<file path="src/sv/assert_macros.svh">
// assertion macros for the rtl of the combinadic unranking block
// depends on nothing; the macros expect clk and rst_n in scope
`ifndef ASSERT_MACROS_SVH
`define ASSERT_MACROS_SVH
`ifndef SYNTH
`define CUB_ASSERT_IMP(lbl, ante, cons) \
  lbl: assert property (@(posedge clk) disable iff (!rst_n) (ante) |-> (cons)) \
    else $error("same-cycle implication failed");
`define CUB_ASSERT_NXT(lbl, ante, cons) \
  lbl: assert property (@(posedge clk) disable iff (!rst_n) (ante) |=> (cons)) \
    else $error("next-cycle implication failed");
`else
`define CUB_ASSERT_IMP(lbl, ante, cons)
`define CUB_ASSERT_NXT(lbl, ante, cons)
`endif
`endif

</file>
<file path="src/sv/cub_pkg.sv">
// constants and types of the combinadic unranking block
// used by every module of the block but cub_ram; depends on nothing
package cub_pkg;

  localparam int KEY_BYTES  = 32;
  localparam int MAX_WEIGHT = 8;
  localparam int KEY_BITS   = KEY_BYTES * 8;
  localparam int WORD_W     = 64;
  localparam int NUM_WORDS  = (KEY_BYTES + 7) / 8;
  localparam int PAD_W      = NUM_WORDS * WORD_W;
  localparam int ORD_W      = 49;
  localparam int CFG_W      = 4;
  localparam int WIDX_W     = 2;
  localparam int ADDR_W     = $clog2(KEY_BITS);
  localparam int WT_W       = $clog2(MAX_WEIGHT + 1);
  localparam int WSEL_W     = (MAX_WEIGHT > 1) ? $clog2(MAX_WEIGHT) : 1;
  localparam logic [CFG_W-1:0] WEIGHT_RESET = CFG_W'(4);

  // one row of pascal's triangle: entry j holds C(p, j+1)
  typedef logic [MAX_WEIGHT-1:0][ORD_W-1:0] row_t;

  localparam int ROW_W = $bits(row_t);

  typedef struct packed {
    logic done;
    logic oor;
  } walk_stat_t;

endpackage

</file>
<file path="src/sv/cub_table.sv">
// builds the binomial table row by row after reset and writes it to the ram
// depends on cub_pkg; keeps the row for p = KEY_BITS for the range check
module cub_table (
  input  logic                        clk,
  input  logic                        rst_n,
  output logic                        we,
  output logic [cub_pkg::ADDR_W-1:0]  waddr,
  output cub_pkg::row_t               wdata,
  output cub_pkg::row_t               top_row,
  output logic                        ready
);
  import cub_pkg::*;

  typedef enum logic {FILL, DONE} state_t;

  state_t            state_r;
  logic [ADDR_W-1:0] p_r;
  row_t              row_r;
  row_t              row_nxt;

  // C(p+1, j) = C(p, j) + C(p, j-1), with C(p, 0) = 1
  always_comb begin
    row_nxt[0] = row_r[0] + ORD_W'(1);
    for (int j = 1; j < MAX_WEIGHT; j++) begin
      row_nxt[j] = row_r[j] + row_r[j-1];
    end
  end

  always_ff @(posedge clk) begin
    if (!rst_n) begin
      state_r <= FILL;
      p_r     <= '0;
      row_r   <= '0;
    end else if (state_r == FILL) begin
      row_r <= row_nxt;
      p_r   <= p_r + ADDR_W'(1);
      if (p_r == ADDR_W'(KEY_BITS - 1)) begin
        state_r <= DONE;
      end
    end
  end

  assign we      = (state_r == FILL);
  assign waddr   = p_r;
  assign wdata   = row_r;
  assign top_row = row_r;
  assign ready   = (state_r == DONE);

endmodule

</file>
<file path="config.mk">
export PLATFORM = sky130hd
export DESIGN_NAME = cub_table
export DESIGN_NICKNAME = d
export VERILOG_FILES = /design/src/sv/assert_macros.svh /design/src/sv/cub_pkg.sv /design/src/sv/cub_table.sv
export SDC_FILE = /design/constraint.sdc
export NUM_CORES = 2
export LEC_CHECK = 0
export ABC_AREA = 1
export BUFFER_PORTS_ARGS = -buffer_cell sky130_fd_sc_hd__buf_2
export CORE_ASPECT_RATIO = 2
export CORE_MARGIN = 2
export CORE_UTILIZATION = 50
export DETAILED_ROUTE_END_ITERATION = 10
export PLACE_DENSITY = 0.79
export RECOVER_POWER = 25
export SETUP_SLACK_MARGIN = 0.3
export SLEW_MARGIN = 5
export SYNTH_ARGS = -nofsm -noshare
export SYNTH_HDL_FRONTEND = slang
export SYNTH_SLANG_ARGS = --single-unit
</file>
<file path="constraint.sdc">
create_clock -name clk -period 1.8 [get_ports clk]
set_input_delay 0.27 -clock clk [delete_from_list [all_inputs] [get_ports clk]]
set_output_delay 0.27 -clock clk [all_outputs]
set_load 0.01 [all_outputs]
</file>
==> results of run 1 <==
## synthesized netlist by cell type (10+ instances only)
master	count
dfxtp_1	401
buf_1	10
a21oi_1	290
o21bai_1	24
xor2_1	174
inv_1	1960
ha_1	338
clkbuf_1	75
nand4_1	121
nand3_1	452
buf_2	40
buf_4	393
xnor2_1	19
nor4_1	13
nor3_1	65
o21ai_0	258
nand2_1	3113
nor2_1	1391
## per-layer routing
layer,global-route usage [%],GRT overflow
met2,109,2511
met5,30.8,5
met1,78.4,19
met4,93.9,802
met3,67.7,38
## through the flow
stage	utilization (%)	setup WS [ns]	hold slack (ns)
detailed placement	71.3	-1.16	0.485
global placement	71.3	-1.11	0.474
CTS	79.4	-0.387	0.0704
floorplan	-	-0.0273	0.485
## cells by family after synthesis
kind of cell               count (synthesis)  synth area share, %
buffers and inverters                   2481                 22.3
and+or+nand+nor                         5186                 42.4
DFF                                      401                 16.5
AOI/OAI and AO/OA                        589                 6.26
xor gates and xnor gates                 193                 3.48
adders and majority gates                345                 9.00
## repair_timing
action / CTS
resized for setup: 1518
setup buffers: 73
setup endpoints to repair: 1174
pin swaps: 274
cloned: 0
==> results.cfg, run 1 <==
[run_status]
outcome = did not finish
stop_stage = 5_1_grt
error_line = [ERROR GRT-0116] Global routing finished with congestion. Check the congestion regions in the DRC Viewer.

[global_route]
grt_pass1_vias = 88213
grt.overflow.total = 3375
grt_pass1_wl_mm = 672
grt_max_degree = 117
track_usage_pct = 85.6

[synthesis]
synth-seq-cells = 401
async_flop_share_pct = 0
yosys_warnings = 0
synth_area_um2 = 48600
syn_area_per_cell_um2 = 5.28
synthCells = 9195
yosys.area.top_type_share_pct = 24.1
synth_flop_cell = dfxtp_1
synth_area_leaders = nand2_1 (24%), dfxtp_1 (17%), inv_1 (15%)
syn_nets = 9542
synth.distinct_cells = 37
synth_top_area_cell = nand2_1
synth-edff-count = 0
ys_seq_area_share_pct = 16.5

[clock_network]
clockRootBuffer = clkbuf_16
ctsHoldBuffers = 0
cts.htree.levels = 2
cts_sinks = 401
cts.path.max_buffers = 3
cts_made_buffers = 46

[placed_design]
io_buffers = 795
postPlaceCellArea_um2 = 68700
dpl.hpwl_mm = 240
gp_congestion = 1.19
post-place-cells = 12662

[die]
io_pins = 796
die_w_um = 224
die_h_um = 445
row_count = 161
initial_core_util_pct = 50.4
==> run 2: changes to the inputs <==
--- a/config.mk
+++ b/config.mk
@@ -7,13 +7,11 @@
 export LEC_CHECK = 0
 export ABC_AREA = 1
 export BUFFER_PORTS_ARGS = -buffer_cell sky130_fd_sc_hd__buf_2
-export CORE_ASPECT_RATIO = 2
 export CORE_MARGIN = 2
-export CORE_UTILIZATION = 50
+export CORE_UTILIZATION = 35
 export DETAILED_ROUTE_END_ITERATION = 10
-export PLACE_DENSITY = 0.79
+export PLACE_DENSITY_LB_ADDON = 0.15
 export RECOVER_POWER = 25
-export SETUP_SLACK_MARGIN = 0.3
 export SLEW_MARGIN = 5
 export SYNTH_ARGS = -nofsm -noshare
 export SYNTH_HDL_FRONTEND = slang
==> constraint.sdc (replaced) <==
create_clock -name clk -period 2.34 [get_ports clk]
set_input_delay 0.351 -clock clk [delete_from_list [all_inputs] [get_ports clk]]
set_output_delay 0.351 -clock clk [all_outputs]
set_load 0.01 [all_outputs]
==> results.cfg, run 2 <==
[run_status]
outcome = finished, violations left
violations = max-capacitance violations, max-slew violations

[sta]
fin_skew_ns = 0.0443
slew_viol_final = 133
setup_viol = 0
fin_crit_ns = 2.34
fmax_mhz = 428
post-route-period-util_pct = 99.9
tightest_slew_ns = 1.68
rsz0062_at_grt = true
hold_viol = 0
holdWs_ns = 0.216
slew_headroom_pct = -12.1

[power_and_ir_drop]
p_leak_nw = 40.4
peakVddDrop_mv = 0.569
p_total_mw = 19.6
power.density_nw_per_um2 = 314

[die]
die_h_um = 376
coreArea_um2 = 138000
io_pins = 796
initial_core_util_pct = 35.3
row_count = 136
die_area_um2 = 142000
die_w_um = 376

[critical_path]
path_delay_family = simple AND/OR/NAND/NOR gates
path_max_fanout = 4
cp.arrival_ns = 2.93
crit_type = reg -> reg
path_cells = buf_12 > ha_2 > nand2_1 > nor2_1 > nand2_1 > nor3_1 > buf_4 > nand3_1 > nand4_1 > nand3_1 > nand2_1 > inv_1
cp_slowest_cell = ha_2
worstSetupStartpointType = register
crit_required_ns = 2.93
end_kind = register
cp_num_buf_inv = 3
max_stage_delay_ns = 0.36
critPathMostFrequentCell = nand2_1

[synthesis]
post-synth-top-count-cell = nand2_1
ys_top_cells_by_count = nand2_1 (3113), inv_1 (1960), nor2_1 (1391), nand3_1 (452), dfxtp_1 (401)
synthCells = 9195
ys_seq_area_share_pct = 16.5
synth_xor_area_share_pct = 3.48
synth_top_area_cell = nand2_1
synth.distinct_cells = 37
synth_mux_area_share_pct = 0
synth_flop_cell = dfxtp_1
synth_area_um2 = 48600
syn_nets = 9542
yosys_warnings = 0
synth-edff-count = 0
yosys.area.top_type_share_pct = 24.1
synth_simple_gate_area_share_pct = 42.4
synth_top_family_by_area = simple AND/OR/NAND/NOR gates
syn_area_per_cell_um2 = 5.28
synth_area_leaders = nand2_1 (24%), dfxtp_1 (17%), inv_1 (15%)
async_flop_share_pct = 0
synth-seq-cells = 401
synth_compound_area_share_pct = 6.26
synth_fa_ha_area_share_pct = 9.00

[detailed_routing]
postRouteAntennaNets = 0
drt_pass1_iterations = 6
wl_per_cell_um = 19.9
viasPerCell = 4.80
drtIter0Drc = 4567
drc_errors = 0
drt-total-wl_mm = 245
vias = 58897

[clock_network]
cts_sinks = 401
ctsHoldBuffers = 0
cts.path.max_buffers = 3
cts_made_buffers = 58
clk_latency_ns = 0.71
clockRootBuffer = clkbuf_16
cts.htree.levels = 2
clk_pin_slew_ns = 0.06
cts_tree = built

[global_route]
grt_max_degree = 133
grt_busiest_layer = met2
grtUsageMet3_pct = 3.17
use_met2_pct = 54.1
track_usage_pct = 33.1
grt_pass1_vias = 53434
grt.overflow.total = 0
grt_antenna_before_repair = 7
grt_use_met1_pct = 45.1
grt_pass1_wl_mm = 349

[cells_and_area]
stdcell_area_um2 = 62500
synthToLayoutAreaGrowth_pct = 28.7
final_cell_mix = nand2_1 (3064), inv_1 (1959), nor2_1 (1252), buf_4 (842), buf_2 (743)
nFillCells = 15422
layout.nets = 10773
largest_reg_flops = 392
final_common_cell = nand2_1
drive_gt1_share_pct = 21.6

[placed_design]
gp_congestion = 0.997
dpl.hpwl_mm = 206
postPlaceCellArea_um2 = 58600
io_buffers = 795

[run]
maxCapViolCount = 1

[min_path]
min_path_type = in -> reg
==> run 2: cell counts after synthesis <==
No cell type changed its count.
==> run 2: area by class of cell <==
class	instances	area, um2	area share [%]
Multi-Input combinational cell	6313	31600	50.5
Clock buffer	77	1650	2.64
Sequential cell	401	8180	13.1
Inverter	1963	7380	11.8
Timing Repair Buffer	1689	11100	17.8
Tap cell	1794	2240	3.59
Clock inverter	29	335	0.537
Antenna cell	6	15.0	0.0240
==> run 2: timing repair <==
item                                    in CTS  in global routing
pin swaps                                    1                  8
setup buffers                                0                  3
resized for setup                           51                490
endpoints found under the setup margin      95                209
==> run 2: metrics by stage <==
stage / utilization (%) / instances / setup WS, ns / TNS, ns
floorplan: - / 9195 / 0.307 / 0
global placement: 42.5 / 12157 / -0.222 / -2.65
global route: 45.4 / 12267 / -0.0720 / -1.52
finish: 45.4 / 12272 / 0.00156 / 0
CTS: 44.1 / 12263 / 0.00137 / 0
detailed placement: 42.5 / 12157 / -0.252 / -3.83
==> run 2: logic make-up (layout without fill, tap and decap cells) <==
logic type | Yosys count | count (layout)
AO/OA/AOI/OAI | 589 | 589
XOR/XNOR | 193 | 193
adder cells (fa/ha/maj) | 345 | 345
buffers and inverters | 2481 | 3758
flip-flops | 401 | 401
other | 0 | 6
AND/OR/NAND/NOR | 5186 | 5186
==> run 2: path summary, 6_finish.rpt <==
check,start,endpoint,slack [ns],depth (start not counted)
setup / recovery,top_row[320],top_row[336],0.002,12
hold / removal,rst_n,waddr[0],0.22,4
setup reg to reg,top_row[320],top_row[336],0.002,12
hold reg to reg,waddr[7],waddr[7],0.49,2
==> run 2: layer usage <==
layer  wire (um)  vias to the layer above
li1            -                    29659
met5           0                        -
met4        9600                        0
met2      109000                     2024
met3       14600                      327
met1      111000                    26887
==> run 2: where the power goes <==
part	switching, mW	internal (mW)	total, mW
Clock	4.01	5.60	9.61
Sequential	0.340	7.03	7.37
Combinational	1.62	1.00	2.63
Total	5.97	13.6	19.6
==> run 2: worst register-to-register path, cell delays in order (launching register included) <==
cell,delay (ns)
dfxtp_1,0.34
buf_12,0.14
ha_2,0.36
nand2_1,0.11
nor2_1,0.24
nand2_1,0.15
nor3_1,0.23
buf_4,0.16
nand3_1,0.16
nand4_1,0.15
nand3_1,0.08
nand2_1,0.08
inv_1,0.03
Power figures use the tool's default switching activity.
