`src/sv/assert_macros.svh`:
```
// assertion macros for the rtl of the combinadic unranking block
// depends on nothing; the macros expect clk and rst_n in scope
`ifndef ASSERT_MACROS_SVH
`define ASSERT_MACROS_SVH
`ifndef SYNTH
`define CUB_ASSERT_IMP(lbl, ante, cons) \
  lbl: assert property (@(posedge clk) disable iff (!rst_n) (ante) |-> (cons)) \
    else $error("same-cycle implication failed");
`define CUB_ASSERT_NXT(lbl, ante, cons) \
  lbl: assert property (@(posedge clk) disable iff (!rst_n) (ante) |=> (cons)) \
    else $error("next-cycle implication failed");
`else
`define CUB_ASSERT_IMP(lbl, ante, cons)
`define CUB_ASSERT_NXT(lbl, ante, cons)
`endif
`endif

```
`src/sv/cub_ram.sv`:
```
// generic single write, single read port ram with registered read data
// depends on nothing
module cub_ram #(
  parameter int WIDTH = 8,
  parameter int DEPTH = 16
) (
  input  logic                     clk,
  input  logic                     we,
  input  logic [$clog2(DEPTH)-1:0] waddr,
  input  logic [WIDTH-1:0]         wdata,
  input  logic [$clog2(DEPTH)-1:0] raddr,
  output logic [WIDTH-1:0]         rdata
);

  logic [WIDTH-1:0] mem_r [DEPTH];
  logic [WIDTH-1:0] rdata_r;

  always_ff @(posedge clk) begin
    if (we) begin
      mem_r[waddr] <= wdata;
    end
    rdata_r <= mem_r[raddr];
  end

  assign rdata = rdata_r;

endmodule

```
`config.mk`:
```
export PLATFORM = sky130hd
export DESIGN_NAME = cub_ram
export DESIGN_NICKNAME = d
export VERILOG_FILES = /design/src/sv/assert_macros.svh /design/src/sv/cub_ram.sv
export SDC_FILE = /design/constraint.sdc
export NUM_CORES = 1
export LEC_CHECK = 0
export BUFFER_PORTS_ARGS = -buffer_cell sky130_fd_sc_hd__buf_4
export CAP_MARGIN = 15
export CORE_MARGIN = 3
export CORE_UTILIZATION = 25
export CTS_CLUSTER_SIZE = 10
export DETAILED_ROUTE_END_ITERATION = 8
export GPL_ROUTABILITY_DRIVEN = 0
export PLACE_DENSITY_LB_ADDON = 0.2
export SYNTH_ARGS = -nofsm -noshare
export SYNTH_HDL_FRONTEND = slang
export SYNTH_SLANG_ARGS = --single-unit
```
`constraint.sdc`:
```
create_clock -name clk -period 4.7 [get_ports clk]
set_input_delay 0.235 -clock clk [delete_from_list [all_inputs] [get_ports clk]]
set_output_delay 0.235 -clock clk [all_outputs]
set_load 0.01 [all_outputs]
```
==> results of run 1 <==
-- area by class of cell --
type | instances | area share
Tap cell | 265 | 0.0527
Multi-Input combinational cell | 83 | 0.169
Clock buffer | 18 | 0.0682
Sequential cell | 136 | 0.637
Timing Repair Buffer | 28 | 0.0334
Clock inverter | 14 | 0.0402
-- Yosys cell counts --
library cell	n
mux4_2	18
mux4_1	14
dfxtp_1	8
nor2_1	13
nand2_1	9
buf_4	1
nor3_1	4
edfxtp_1	128
and2_1	1
buf_6	3
and2b_1	1
a22oi_1	16
nand3_1	1
clkdlybuf4s25_2	3
nand2b_1	2
nand3b_1	2
buf_2	3
nor2b_1	1
or3b_2	1
-- layer usage --
metal / track usage / vias to the layer above / part of all wire
met3: 0.0427 / 12 / 0.053
met5: 0 / - / 0.0012
met1: 0.146 / 1231 / 0.48
met4: 0.0343 / 2 / 0.011
met2: 0.150 / 50 / 0.46
li1: - / 1047 / -
-- kinds of logic (layout without fill, tap and decap cells) --
group,after synthesis,count (layout),synth area share
simple gates,35,35,0.0318
buf+inv,10,60,0.0168
flops,136,136,0.778
mux,32,32,0.150
compound gates,16,16,0.0233
-- worst max-delay path by stage --
stage	to	cells past startpoint
after CTS	mem_r[0][1]	3
after global placement	mem_r[0][1]	3
after floorplan	mem_r[0][0]	2
after detailed placement	mem_r[0][1]	3
final	rdata[3]	4
after global routing	rdata[3]	4
-- state kept, by name, summed over array words and instances, names as in the netlist --
signal and flops:
mem_r 128, rdata 8
-- placed cells by master (no fill, tap or decap) --
| master | synthesis | final |
|---|---|---|
| nand3_1 | 1 | 1 |
| a22oi_1 | 16 | 16 |
| clkinvlp_4 | 0 | 3 |
| nor3_2 | 0 | 1 |
| mux4_2 | 18 | 18 |
| clkbuf_4 | 0 | 1 |
| nor3_1 | 4 | 3 |
| nand2_1 | 9 | 9 |
| and2_1 | 1 | 1 |
| edfxtp_1 | 128 | 128 |
| clkbuf_16 | 0 | 17 |
| nor2b_1 | 1 | 1 |
| clkbuf_1 | 0 | 1 |
| nand2b_1 | 2 | 2 |
| bufinv_16 | 0 | 7 |
| and2b_1 | 1 | 1 |
| buf_4 | 1 | 27 |
| dfxtp_1 | 8 | 8 |
| nand3b_1 | 2 | 2 |
| clkinv_2 | 0 | 4 |
| mux4_1 | 14 | 14 |
| nor2_1 | 13 | 13 |
| or3b_2 | 1 | 1 |
-- critical path, stage by stage --
cell	delay (ns)
buf_4	0.51
mux4_1	0.64
a22oi_1	0.29
nand2_1	0.08
-- stage by stage --
stage	area (sq um)	util	hold slack [ns]
after floorplan	5150	-	0.334
after global placement	5600	0.282	0.546
after detailed placement	5600	0.282	0.560
after CTS	6280	0.317	0.121
after global routing	6290	0.317	0.132
final	6290	0.317	0.133
-- power groups by stage --
stage / registers, mW / logic (mW) / clock network (mW)
floorplan: 1.39 / 0.0688 / 0
global placement: 1.39 / 0.136 / 0
detailed placement: 1.39 / 0.137 / 0
CTS: 1.36 / 0.137 / 1.56
global route: 1.37 / 0.145 / 1.61
finish: 1.36 / 0.132 / 1.53
==> results.toml, run 1 <==
[logic_synthesis]
ys.warnings.count = 0
synthTopCellsByArea = "edfxtp_1 (75%), mux4_2 (7.9%), mux4_1 (7.1%), dfxtp_1 (3.1%), a22oi_1 (2.3%)"
syn-cell-area_sq_mm = 0.00515
synth_top_area_share = 0.747
synthDistinctLibCells = 19
synth_seq_area_share = 0.778
avgSynthCellArea_sq_um = 22.5
synthCells = 229
synth_nets = 247
ys_seq_elements = 136
yosysTopAreaCell = "edfxtp_1"

[drt]
wl_per_cell_um = 20.1
drt_first_pass_iters = 4
drt_iter0_drc = 209
vias = 2342
viasPerCell = 4.31
postRouteAntennaNets = 0
wl_um = 10900
drcViolationCount = 0

[placed_design]
dpl_worst_slack_ns = 2.49
port_buffers = 25
dpl.hpwl_um = 6750
dpl.cell_count = 511

[timing]
max_freq_mhz = 670
final.min_clock_period_ns = 1.49
slew_violations = 0
hold_viol_final = 0
skew_ns = 0.00749
setup_ws_ns = 3.21
tns_ns = 0
fin_crit_sh = 0.318
finalSetupViolCount = 0
worstMarginPinSlew_ns = 1.09
rsz0062_at_grt = "no"
max-slew-margin-rel = 0.273

[setup_path]
cp-end-kind = "flip-flop"
worstPathRequired_ns = 4.99
critPathKind = "in2reg"
cp_max_fo = 32
timing.rr.start = "mem_r[10][0]"
crit_path_start_kind = "input pin"
reg2reg_depth = 3
startpoint = "raddr[0]"
worst-r2r-setup-slack_ns = 3.35
worstPathArrival_ns = 1.79
timing.rr.end = "rdata[0]"

[clock_network]
clockRootBuffer = "clkbuf_16"
cts.sink_count = 136
cts_tree = "done"
clk_latency_ns = 0.41
postCtsHoldBufs = 0
cts_made_buffers = 17
cts_setup_buffers = 0
cts_max_path_buffers = 2
htree_levels = 4
cts_resized = 0
clk_transition_reported_paths_ns = 0.06

[cells_and_area]
stdcell_count = 544
area_growth_pct = 22.2
drive_gt1_frac = 0.283
seqCellArea_sq_mm = 0.00400
fillCellCount = 1883
multi_input_area_sq_mm = 0.00106
antenna_cells = 0
nets = 284

[global_route]
grt_start_max_net_pins = 33
grt_pass1_wl_um = 16300
grt_pass1_vias = 2507
antenna_found_initial = 1
grt_remaining_overflow = 0
track_usage = 0.105

[floorplan]
placeableCoreArea_sq_mm = 0.0198
start_util = 0.259
ios = 26
fp.dieW_um = 149
die-area_sq_mm = 0.0223
dieHeight_um = 149
row_count = 51

[power]
p_int_mw = 2.46
irDropWorstVdd_mv = 0.240
combPwrFrac = 0.044
sw_frac_of_total = 0.188
p_seq_frac = 0.451
totalPowerFinal_mw = 3.03
power.leakage_nw = 2.06
p_per_area_mw_per_mm2 = 481
p_sw_mw = 0.569
p_clk_frac = 0.506

[worst_hold_path]
min_from = "wdata[2]"
whs_endpoint = "mem_r[10][2]"
hp-class = "in2reg"
whs_path_depth = 1

[flow_run]
drv_cap = 0

[status]
status = "complete, no violations"
Note: power is estimated with default switching activity, not from simulation.
==> inputs of run 2 (changes only) <==
Clock period 4.7 ns to 1.2 ns, I/O delays scaled along.
==> run 2 against run 1 <==
Against the previous run: the flow now finishes with violations (negative setup slack); register-to-register slack worse by 3.4 ns; clock power grew to 2.9 times the previous value; clock skew is 0.0030 ns lower; first-iteration DRC count is 7.7% lower; core utilization is 0.76 points higher; highest routed layer is now met4.
==> results.toml, run 2 (synthesis results as in run 1) <==
[timing]
max_freq_mhz = 798
hold_viol_final = 0
finalSetupViolCount = 8
skew_ns = 0.00453
worstMarginPinSlew_ns = 0.958
final.min_clock_period_ns = 1.25
rsz0062_at_grt = "yes"
slew_violations = 0
whs_ns = 0.107
fin_crit_sh = 1.04
max-slew-margin-rel = 0.360
setup_ws_ns = -0.0536

[floorplan]
die-area_sq_mm = 0.0223
dieHeight_um = 149
row_count = 51
ios = 26
placeableCoreArea_sq_mm = 0.0198
start_util = 0.259
fp.dieW_um = 149

[drt]
vias = 2453
wl_per_cell_um = 18.9
drcViolationCount = 0
postRouteAntennaNets = 0
wl_um = 10900
drt_iter0_drc = 193
drt_first_pass_iters = 4
viasPerCell = 4.24

[cells_and_area]
largest_reg_flops = 128
antenna_cells = 0
top_register = "mem_r"
final_cell_mix = "edfxtp_1 (128), buf_4 (53), mux4_2 (29), clkbuf_16 (17), nor2_1 (13)"
nets = 320
drive_gt1_frac = 0.367
stdcell_count = 578
mostFrequentLayoutCell = "edfxtp_1"
fin_util = 0.325
area_growth_pct = 25.1
fillCellCount = 1903

[clock_network]
cts.sink_count = 136
cts_made_buffers = 17
cts_max_path_buffers = 2
htree_levels = 4
clk_latency_ns = 0.42
clk_transition_reported_paths_ns = 0.05
clockRootBuffer = "clkbuf_16"
cts_tree = "done"
cts_setup_buffers = 0

[global_route]
grt_pass1_wl_um = 16600
track_usage = 0.107
grt_pass1_vias = 2617
grt_remaining_overflow = 0
grt_start_max_net_pins = 20
antenna_found_initial = 0

[power]
p_seq_frac = 0.511
totalPowerFinal_mw = 10.5
combPwrFrac = 0.059
p_sw_mw = 2.10
p_int_mw = 8.39
p_clk_frac = 0.430
sw_frac_of_total = 0.200
power.leakage_nw = 2.12
irDropWorstVdd_mv = 0.744
p_per_area_mw_per_mm2 = 1630

[setup_path]
path_cells = "mux4_2 > a22oi_2 > nand2_1"
crit_path_start_kind = "flip-flop"
slowest_stage = "mux4_2"
worstPathArrival_ns = 1.55
slowest_delay_ns = 0.48
cp-end-kind = "flip-flop"
critPathKind = "reg2reg"
cp_max_fo = 1
worstPathRequired_ns = 1.50

[placed_design]
dpl.cell_count = 541
dpl.hpwl_um = 7220
port_buffers = 25

[flow_run]
drv_cap = 0

[worst_hold_path]
hp-class = "in2reg"

[status]
violations = "negative setup slack"
status = "finished with violations"
[run 2: path summary, 6_finish.rpt]
kind | startpoint | to | slack [ns] | depth (start not counted)
worst max-delay path | mem_r[11][0] | rdata[0] | -0.05 | 3
worst min-delay path | raddr[1] | rdata[7] | 0.11 | 4
worst max register to register | mem_r[11][0] | rdata[0] | -0.05 | 3
worst min register to register | mem_r[11][3] | rdata[3] | 0.68 | 3
[run 2: cell type report]
type / count / area [sq um] / area share
repair buffers: 64 / 538 / 0.0835
well taps: 265 / 332 / 0.0515
multi-input cells: 83 / 1070 / 0.166
clock buffers: 22 / 444 / 0.0690
flip-flops and latches: 136 / 4000 / 0.622
clock inverters: 8 / 57.6 / 0.00894
[run 2: layer usage]
layer / wire length, um / global-route usage
met1: 5110 / 0.139
met2: 5230 / 0.164
met3: 428 / 0.0397
met4: 168 / 0.0412
met5: 0 / 0
[run 2: worst max-delay path, delay by kind of cell, from the launching register on]
| kind | cells | cell delay [ns] |
|---|---|---|
| AO/OA/AOI/OAI | 1 | 0.22 |
| AND/OR/NAND/NOR | 1 | 0.07 |
| multiplexers | 1 | 0.48 |
| flip-flops | 1 | 0.37 |
[run 2: stage by stage]
stage	setup slack (ns)	setup TNS, ns	cell area [sq um]
2_1_floorplan	-0.126	-3.90	5170
3_3_place_gp	-0.302	-5.84	5870
3_5_place_dp	-0.299	-6.41	5870
4_1_cts	-0.0762	-0.403	6440
5_1_grt	-0.118	-0.743	6440
6_report	-0.0536	-0.250	6440
[run 2: power groups by stage]
stage,combinational [mW],sequential [mW],clock [mW]
5_1_grt,0.674,5.36,4.82
6_report,0.618,5.35,4.51
2_1_floorplan,0.274,5.45,0
3_5_place_dp,0.596,5.45,0
3_3_place_gp,0.589,5.45,0
4_1_cts,0.639,5.36,4.63
[run 2: repair_timing]
action | 4_1_cts | 5_1_grt
gates cloned | 0 | 0
pin swaps | 9 | 2
hold endpoints to repair | 128 | 0
gates resized for setup | 18 | 0
hold buffers | 8 | 0
setup endpoints to repair | 8 | 8
