File: src/sv/assert_macros.svh
// assertion macros for the rtl of the combinadic unranking block
// depends on nothing; the macros expect clk and rst_n in scope
`ifndef ASSERT_MACROS_SVH
`define ASSERT_MACROS_SVH
`ifndef SYNTH
`define CUB_ASSERT_IMP(lbl, ante, cons) \
  lbl: assert property (@(posedge clk) disable iff (!rst_n) (ante) |-> (cons)) \
    else $error("same-cycle implication failed");
`define CUB_ASSERT_NXT(lbl, ante, cons) \
  lbl: assert property (@(posedge clk) disable iff (!rst_n) (ante) |=> (cons)) \
    else $error("next-cycle implication failed");
`else
`define CUB_ASSERT_IMP(lbl, ante, cons)
`define CUB_ASSERT_NXT(lbl, ante, cons)
`endif
`endif

File: src/sv/cub_pkg.sv
// constants and types of the combinadic unranking block
// used by every module of the block but cub_ram; depends on nothing
package cub_pkg;

  localparam int KEY_BYTES  = 32;
  localparam int MAX_WEIGHT = 8;
  localparam int KEY_BITS   = KEY_BYTES * 8;
  localparam int WORD_W     = 64;
  localparam int NUM_WORDS  = (KEY_BYTES + 7) / 8;
  localparam int PAD_W      = NUM_WORDS * WORD_W;
  localparam int ORD_W      = 49;
  localparam int CFG_W      = 4;
  localparam int WIDX_W     = 2;
  localparam int ADDR_W     = $clog2(KEY_BITS);
  localparam int WT_W       = $clog2(MAX_WEIGHT + 1);
  localparam int WSEL_W     = (MAX_WEIGHT > 1) ? $clog2(MAX_WEIGHT) : 1;
  localparam logic [CFG_W-1:0] WEIGHT_RESET = CFG_W'(4);

  // one row of pascal's triangle: entry j holds C(p, j+1)
  typedef logic [MAX_WEIGHT-1:0][ORD_W-1:0] row_t;

  localparam int ROW_W = $bits(row_t);

  typedef struct packed {
    logic done;
    logic oor;
  } walk_stat_t;

endpackage

File: src/sv/cub_walk.sv
// greedy combinadic walk: one bit position per cycle through one compare and subtract
// depends on cub_pkg; reads one table row per cycle from the binomial ram
module cub_walk (
  input  logic                        clk,
  input  logic                        rst_n,
  input  logic                        start,
  input  logic [cub_pkg::ORD_W-1:0]   ordinal,
  input  logic [cub_pkg::WT_W-1:0]    weight,
  input  cub_pkg::row_t               top_row,
  output logic [cub_pkg::ADDR_W-1:0]  raddr,
  input  cub_pkg::row_t               rdata,
  output cub_pkg::walk_stat_t         stat,
  output logic [cub_pkg::KEY_BITS-1:0] mask
);
  import cub_pkg::*;

  typedef enum logic [1:0] {IDLE, PRIME, WALK} state_t;

  state_t              state_r;
  logic [ADDR_W-1:0]   steps_r;
  logic [ORD_W-1:0]    rem_r;
  logic [WT_W-1:0]     left_r;
  logic [KEY_BITS-1:0] mask_r;
  logic                oor_r;
  logic                done_r;

  logic [ORD_W-1:0]    lim;
  logic [ORD_W-1:0]    coef;
  logic                take;

  always_comb begin
    lim  = (weight == '0) ? ORD_W'(1) : top_row[WSEL_W'(weight - WT_W'(1))];
    coef = rdata[WSEL_W'(left_r - WT_W'(1))];
    take = (left_r != '0) && (rem_r >= coef);
    // the ram read data is registered, so ask for the next position ahead
    raddr = (state_r == PRIME) ? ADDR_W'(KEY_BITS - 1) : steps_r - ADDR_W'(1);
  end

  always_ff @(posedge clk) begin
    if (!rst_n) begin
      state_r <= IDLE;
      done_r  <= 1'b0;
    end else begin
      done_r <= 1'b0;
      unique case (state_r)
        IDLE: begin
          if (start) begin
            rem_r   <= ordinal;
            left_r  <= weight;
            oor_r   <= (ordinal >= lim);
            mask_r  <= '0;
            steps_r <= ADDR_W'(KEY_BITS - 1);
            state_r <= PRIME;
          end
        end
        PRIME: begin
          state_r <= WALK;
        end
        WALK: begin
          // top position goes in first and ends at the top of the mask
          mask_r <= {mask_r[KEY_BITS-2:0], take};
          if (take) begin
            rem_r  <= rem_r - coef;
            left_r <= left_r - WT_W'(1);
          end
          if (steps_r == '0) begin
            state_r <= IDLE;
            done_r  <= 1'b1;
          end else begin
            steps_r <= steps_r - ADDR_W'(1);
          end
        end
        default: begin
          state_r <= IDLE;
        end
      endcase
    end
  end

  assign stat.done = done_r;
  assign stat.oor  = oor_r;
  assign mask      = mask_r;

endmodule

File: config.mk
export PLATFORM = sky130hd
export DESIGN_NAME = cub_walk
export DESIGN_NICKNAME = d
export VERILOG_FILES = /design/src/sv/assert_macros.svh /design/src/sv/cub_pkg.sv /design/src/sv/cub_walk.sv
export SDC_FILE = /design/constraint.sdc
export NUM_CORES = 1
export LEC_CHECK = 0
export BUFFER_PORTS_ARGS = -buffer_cell sky130_fd_sc_hd__buf_2
export CAP_MARGIN = 5
export CORE_AREA = 4 4 430 432
export DETAILED_ROUTE_END_ITERATION = 8
export DIE_AREA = 0 0 434 436
export HOLD_SLACK_MARGIN = 0.15
export PLACE_DENSITY_LB_ADDON = 0.1
export SLEW_MARGIN = 20
export SYNTH_ARGS = -nofsm -noshare
export SYNTH_HDL_FRONTEND = slang
export SYNTH_SLANG_ARGS = --single-unit
File: constraint.sdc
create_clock -name clk -period 11.15 [get_ports clk]
set_input_delay 1.115 -clock clk [delete_from_list [all_inputs] [get_ports clk]]
set_output_delay 1.115 -clock clk [all_outputs]
set_load 0.005 [all_outputs]
==> flow_metrics.py, run 1 <==
metrics = {
    "outcome": {
        "status": "finished clean",
    },
    "synth": {
        "synthCells": 1764,
        "synth_area_leader_cell": "edfxtp_1",
        "synthesis.nets": 2708,
        "ys_warn_count": 0,
        "synth_edf_count": 318,
        "async_reset_ff_frac": 0,
        "synth.area.top_cells": "edfxtp_1 (43%), mux4_2 (20%), and2_1 (7.3%)",
        "ys_ff_latch": 321,
        "synthDominantCellAreaShare": 0.4330,
        "syn_area_per_cell_um2": 12.50,
        "ys_types": 56,
        "synthFlopType": "edfxtp_1",
        "synth.yosys.seq_area_share": 0.4357,
        "syn_area_mm2": 0.02205,
    },
    "grt": {
        "grt_max_degree": 184,
        "overflow": 0,
        "first_global_vias": 21252,
        "grtUsageTotal": 0.1725,
        "antenna_found_initial": 200,
        "grt_pass1_wl_um": 216100,
    },
    "power_and_ir_drop": {
        "p_leak_uw": 0.01324,
        "powerDensity_mw_per_mm2": 138.9,
        "peakVddDrop_mv": 0.1233,
    },
    "critical_path": {
        "crit_type": "reg2reg",
        "r2r_setup_slack_ns": 4.50,
        "endpoint_kind": "register",
        "worst_setup_path_start_kind": "register",
        "crit_fanout": 68,
        "required_ns": 11.37,
        "rr_worst_depth": 14,
        "cp.arrival_ns": 6.87,
    },
    "die": {
        "coreArea_mm2": 0.1805,
        "row_count": 156,
        "die_w_um": 434,
        "ios": 1106,
        "initial_utilization": 0.1222,
        "fp.dieArea_mm2": 0.1892,
        "die_h_um": 436,
    },
    "hold_path": {
        "hold_path_depth": 1,
        "min_path_type": "reg2reg",
    },
    "clocking": {
        "cts_buffers": 47,
        "cts_sinks": 321,
        "cts_tree": "built",
        "cts_hold_buf": 0,
        "postCtsSetupBuffers": 0,
        "cts_buffer_depth": 3,
        "clk_pin_slew_ns": 0.06,
        "root_buffer": "clkbuf_16",
        "cts_resized": 0,
        "htreeDepth": 2,
        "insertion_delay_ns": 0.61,
    },
    "placed_design": {
        "place.gp.congestion": 0.9776,
        "portBuffers": 1105,
        "pre_cts_ws_ns": 4.375,
        "dp_hpwl_um": 147900,
    },
    "detailed_routing": {
        "drc_errors": 0,
        "dr.pass1.iters": 5,
        "drt_iter0_drc": 1585,
        "drt-total-wl_um": 170300,
        "drt-vias-per-instance": 3.923,
        "vias": 20777,
        "post_drt_wl_per_cell_um": 32.15,
        "postRouteAntennaNets": 0,
    },
    "sta": {
        "min_period_ns": 6.647,
        "rsz0062_at_grt": "no",
        "drv_slew": 0,
        "max_slew_margin": 0.2671,
        "skew_ns": 0.02282,
        "setup_viol": 0,
        "period_share": 0.5961,
        "finalHoldViolations": 0,
        "worst_slew_pin_slew_ns": 1.099,
        "fin_ws_ns": 4.503,
        "fin_setup_tns_ns": 0,
        "max_freq_ghz": 0.1505,
    },
    "cells_and_area": {
        "nets": 3764,
        "layout-drive-gt1-share": 0.5070,
        "syn2layout_area_growth_pct": 45.71,
        "utilization": 0.1780,
    },
    "flow_run": {
        "max_cap_viol_count": 0,
    },
}
[placed cells by master, fill, tap and decap left out, types with 8 or more instances in the layout]
master / instances
and2_1: 258
nor2b_1: 10
inv_1: 18
nand2_1: 182
clkbuf_1: 9
o21ai_0: 94
ha_1: 101
nand3_1: 23
mux4_2: 196
nor3_1: 10
diode_2: 68
clkbuf_16: 48
xnor2_1: 17
o21a_1: 8
edfxtp_1: 318
nor2_1: 48
a21o_1: 28
and3_1: 9
mux2_2: 49
a21oi_1: 85
nand2b_1: 10
buf_2: 1104
nand4_1: 19
buf_4: 16
xor2_1: 28
mux2i_1: 51
clkinv_1: 11
[power by group]
part,total [uW],internal [uW],switching (uW)
clock network,1590,953,633
logic,1430,588,844
registers,1450,1410,33.1
total,4460,2950,1510
[worst max-delay path: stages (launching register included)]
cell and delay, ns:
edfxtp_1 0.34, inv_1 0.07, ha_4 0.64, buf_4 0.83, mux4_2 0.42, mux2i_1 0.30
ha_1 0.31, and4_1 0.31, o211ai_1 0.20, o21a_1 0.29, o2111ai_1 0.41, nand2_1 0.16
o41ai_1 0.50, a41o_2 0.71, buf_4 0.59
[final timing paths]
kind | startpoint | endpoint
max | left_r[1] | rem_r[34]
min reg2reg | mask[73] | mask[74]
max reg2reg | left_r[1] | rem_r[34]
min | mask[73] | mask[74]
[cells in the mapped netlist, drive strengths merged (23+ instances only)]
cell / count
mux4: 196
nor2: 48
o21ai: 94
mux2i: 51
edfxtp: 318
clkbuf: 94
ha: 103
buf: 23
nand3: 23
and2: 258
mux2: 49
xor2: 30
a21oi: 85
nand2: 183
a21o: 28
[through the flow]
step                std cells  instance area [um^2]  hold slack (ns)  power, uW
detailed placement       5141                 30370           0.5305       2924
global route             5260                 32050           0.5534       4714
floorplan                1764                 22050           0.5359       2269
finish                   5296                 32140           0.5349       4465
global placement         5141                 30370           0.5273       2947
CTS                      5228                 31960           0.5404       4577
[cell families (layout without fill, tap and decap cells)]
| logic type | Yosys count | count (layout) | synth area share |
|---|---|---|---|
| AND/OR/NAND/NOR | 594 | 594 | 0.1419 |
| flip-flops | 321 | 321 | 0.4357 |
| multiplexers | 296 | 296 | 0.2483 |
| AO/OA/AOI/OAI | 267 | 267 | 0.07273 |
| buffers and inverters | 135 | 1229 | 0.02332 |
| adder cells (fa/ha/maj) | 104 | 104 | 0.05934 |
| XOR/XNOR | 47 | 47 | 0.01866 |
| other | 0 | 68 | 0 |
[final cells by class]
type                    count  area [um^2]
fillers                 20172       148400
inverters                  18        67.56
clock inverters            30        360.3
well taps                2370         2965
multi-input cells        1308        12020
clock buffers              57         1235
repair buffers           1124         5708
diodes                     68        170.2
flip-flops and latches    321         9609
[per-layer routing]
layer / wire length (um) / track usage / vias up
li1: - / - / 9005
met1: 64580 / 0.1997 / 10321
met2: 85310 / 0.3099 / 1037
met3: 12760 / 0.04279 / 354
met4: 7241 / 0.05415 / 60
met5: 395 / 0 / -
[sequential cells by signal, indices dropped and copies added, names as in the netlist]
name and count:
state_r 2, done_r 1, steps_r 8, oor_r 1, left_r 4, mask 256, rem_r 49
Power figures use the tool's default switching activity.
==> run 2: changes to the inputs <==
==> constraint.sdc (replaced) <==
create_clock -name clk -period 5.7 [get_ports clk]
set_input_delay 0.57 -clock clk [delete_from_list [all_inputs] [get_ports clk]]
set_output_delay 0.57 -clock clk [all_outputs]
set_load 0.005 [all_outputs]
==> flow_metrics.py, run 2 (synthesized netlist as in run 1, its figures left out) <==
metrics = {
    "outcome": {
        "status": "finished clean",
    },
    "detailed_routing": {
        "drt-vias-per-instance": 3.765,
        "drc_errors": 0,
        "drt-total-wl_um": 138400,
        "vias": 19938,
        "post_drt_wl_per_cell_um": 26.14,
        "postRouteAntennaNets": 0,
        "drt_iter0_drc": 1004,
        "dr.pass1.iters": 5,
    },
    "sta": {
        "min_period_ns": 5.184,
        "max_freq_ghz": 0.1929,
        "fin_setup_tns_ns": 0,
        "worst_slew_pin_slew_ns": 0.8891,
        "rsz0062_at_grt": "no",
        "skew_ns": 0.02222,
        "fin_hold_ws_ns": 0.2451,
        "period_share": 0.9094,
        "drv_slew": 0,
        "setup_viol": 0,
        "max_slew_margin": 0.4073,
        "finalHoldViolations": 0,
    },
    "clocking": {
        "clk_pin_slew_ns": 0.06,
        "htreeDepth": 2,
        "cts_buffer_depth": 3,
        "root_buffer": "clkbuf_16",
        "postCtsSetupBuffers": 0,
        "cts_sinks": 321,
        "cts_buffers": 48,
        "cts_resized": 0,
        "cts_tree": "built",
        "insertion_delay_ns": 0.62,
        "cts_hold_buf": 0,
    },
    "grt": {
        "antenna_found_initial": 96,
        "overflow": 0,
        "grt_pass1_wl_um": 184600,
        "first_global_vias": 21538,
        "grtUsageTotal": 0.1404,
        "grt_max_degree": 203,
    },
    "power_and_ir_drop": {
        "power_frac_clock": 0.341,
        "p_sw_uw": 2864,
        "peakVddDrop_mv": 0.2227,
        "p_int_uw": 5654,
        "seq_power_share": 0.332,
        "p_comb_frac": 0.327,
        "powerDensity_mw_per_mm2": 263.5,
        "p_leak_uw": 0.01338,
        "p_sw_frac": 0.3363,
    },
    "critical_path": {
        "required_ns": 5.97,
        "endpoint_kind": "register",
        "cp.arrival_ns": 5.45,
        "worst_setup_path_start_kind": "register",
        "crit_fanout": 57,
        "crit_type": "reg2reg",
    },
    "cells_and_area": {
        "layout-drive-gt1-share": 0.5116,
        "final_common_cell": "buf_2",
        "largest_register_ffs": 256,
        "nets": 3793,
        "syn2layout_area_growth_pct": 46.57,
        "layout_common_cells": "buf_2 (1104), edfxtp_1 (318), and2_1 (258)",
    },
    "die": {
        "initial_utilization": 0.1222,
        "fp.dieArea_mm2": 0.1892,
        "coreArea_mm2": 0.1805,
        "die_h_um": 436,
        "ios": 1106,
        "row_count": 156,
        "die_w_um": 434,
    },
    "placed_design": {
        "dp_hpwl_um": 118100,
        "place.gp.congestion": 0.8708,
        "portBuffers": 1105,
    },
    "hold_path": {
        "min_path_type": "in2reg",
    },
    "flow_run": {
        "max_cap_viol_count": 0,
    },
}
[run 2: routing by layer]
| layer | track usage | share of wire |
|---|---|---|
| met1 | 0.1514 | 0.37 |
| met2 | 0.2691 | 0.53 |
| met3 | 0.03122 | 0.056 |
| met4 | 0.04245 | 0.040 |
| met5 | 0 | 0.0015 |
[run 2: final timing paths]
| path | slack, ns | end | cells past startpoint | startpoint |
|---|---|---|---|---|
| worst min register to register | 0.54 | mask[176] | 1 | mask[175] |
| worst min-delay path | 0.25 | state_r[0] | 2 | start |
| worst max-delay path | 0.52 | rem_r[1] | 15 | left_r[0] |
| worst max register to register | 0.52 | rem_r[1] | 15 | left_r[0] |
[run 2: layout make-up]
type	count	area, um^2
multi-input cells	1308	12020
well taps	2370	2965
clock inverters	19	246.5
inverters	18	67.56
repair buffers	1152	6047
clock buffers	61	1250
diodes	46	115.1
flip-flops and latches	321	9609
fillers	20121	148200
[run 2: worst max-delay path, cell delays in order (launching register included)]
cell and delay [ns]:
edfxtp_1 0.40, inv_1 0.09, ha_4 0.45, buf_12 0.32, mux4_2 0.36, mux2i_1 0.45
ha_1 0.32, a21oi_1 0.13, o21ai_0 0.50, a21oi_1 0.14, o21a_1 0.27, o2111ai_1 0.12
nand2_1 0.13, o41ai_1 0.41, a41o_2 0.30, buf_4 0.32
[run 2: metrics by stage]
| step | worst slack [ns] | instance area [um^2] | std cells | total power [uW] | util |
|---|---|---|---|---|---|
| finish | 0.5164 | 32320 | 5295 | 8518 | 0.1790 |
| global route | 0.02358 | 32280 | 5277 | 9079 | 0.1788 |
| CTS | 0.1645 | 32200 | 5249 | 8786 | 0.1783 |
| detailed placement | 0.1955 | 30700 | 5169 | 5747 | 0.1700 |
| global placement | 0.1951 | 30700 | 5169 | 5783 | 0.1700 |
| floorplan | 0.06143 | 22060 | 1764 | 4423 | - |
[run 2: power groups by stage]
stage / clock (uW) / sequential [uW] / combinational, uW
final: 2900 / 2830 / 2790
after global routing: 3160 / 2840 / 3080
after CTS: 3070 / 2830 / 2890
after detailed placement: 0 / 2880 / 2870
after global placement: 0 / 2880 / 2900
after floorplan: 0 / 2880 / 1550
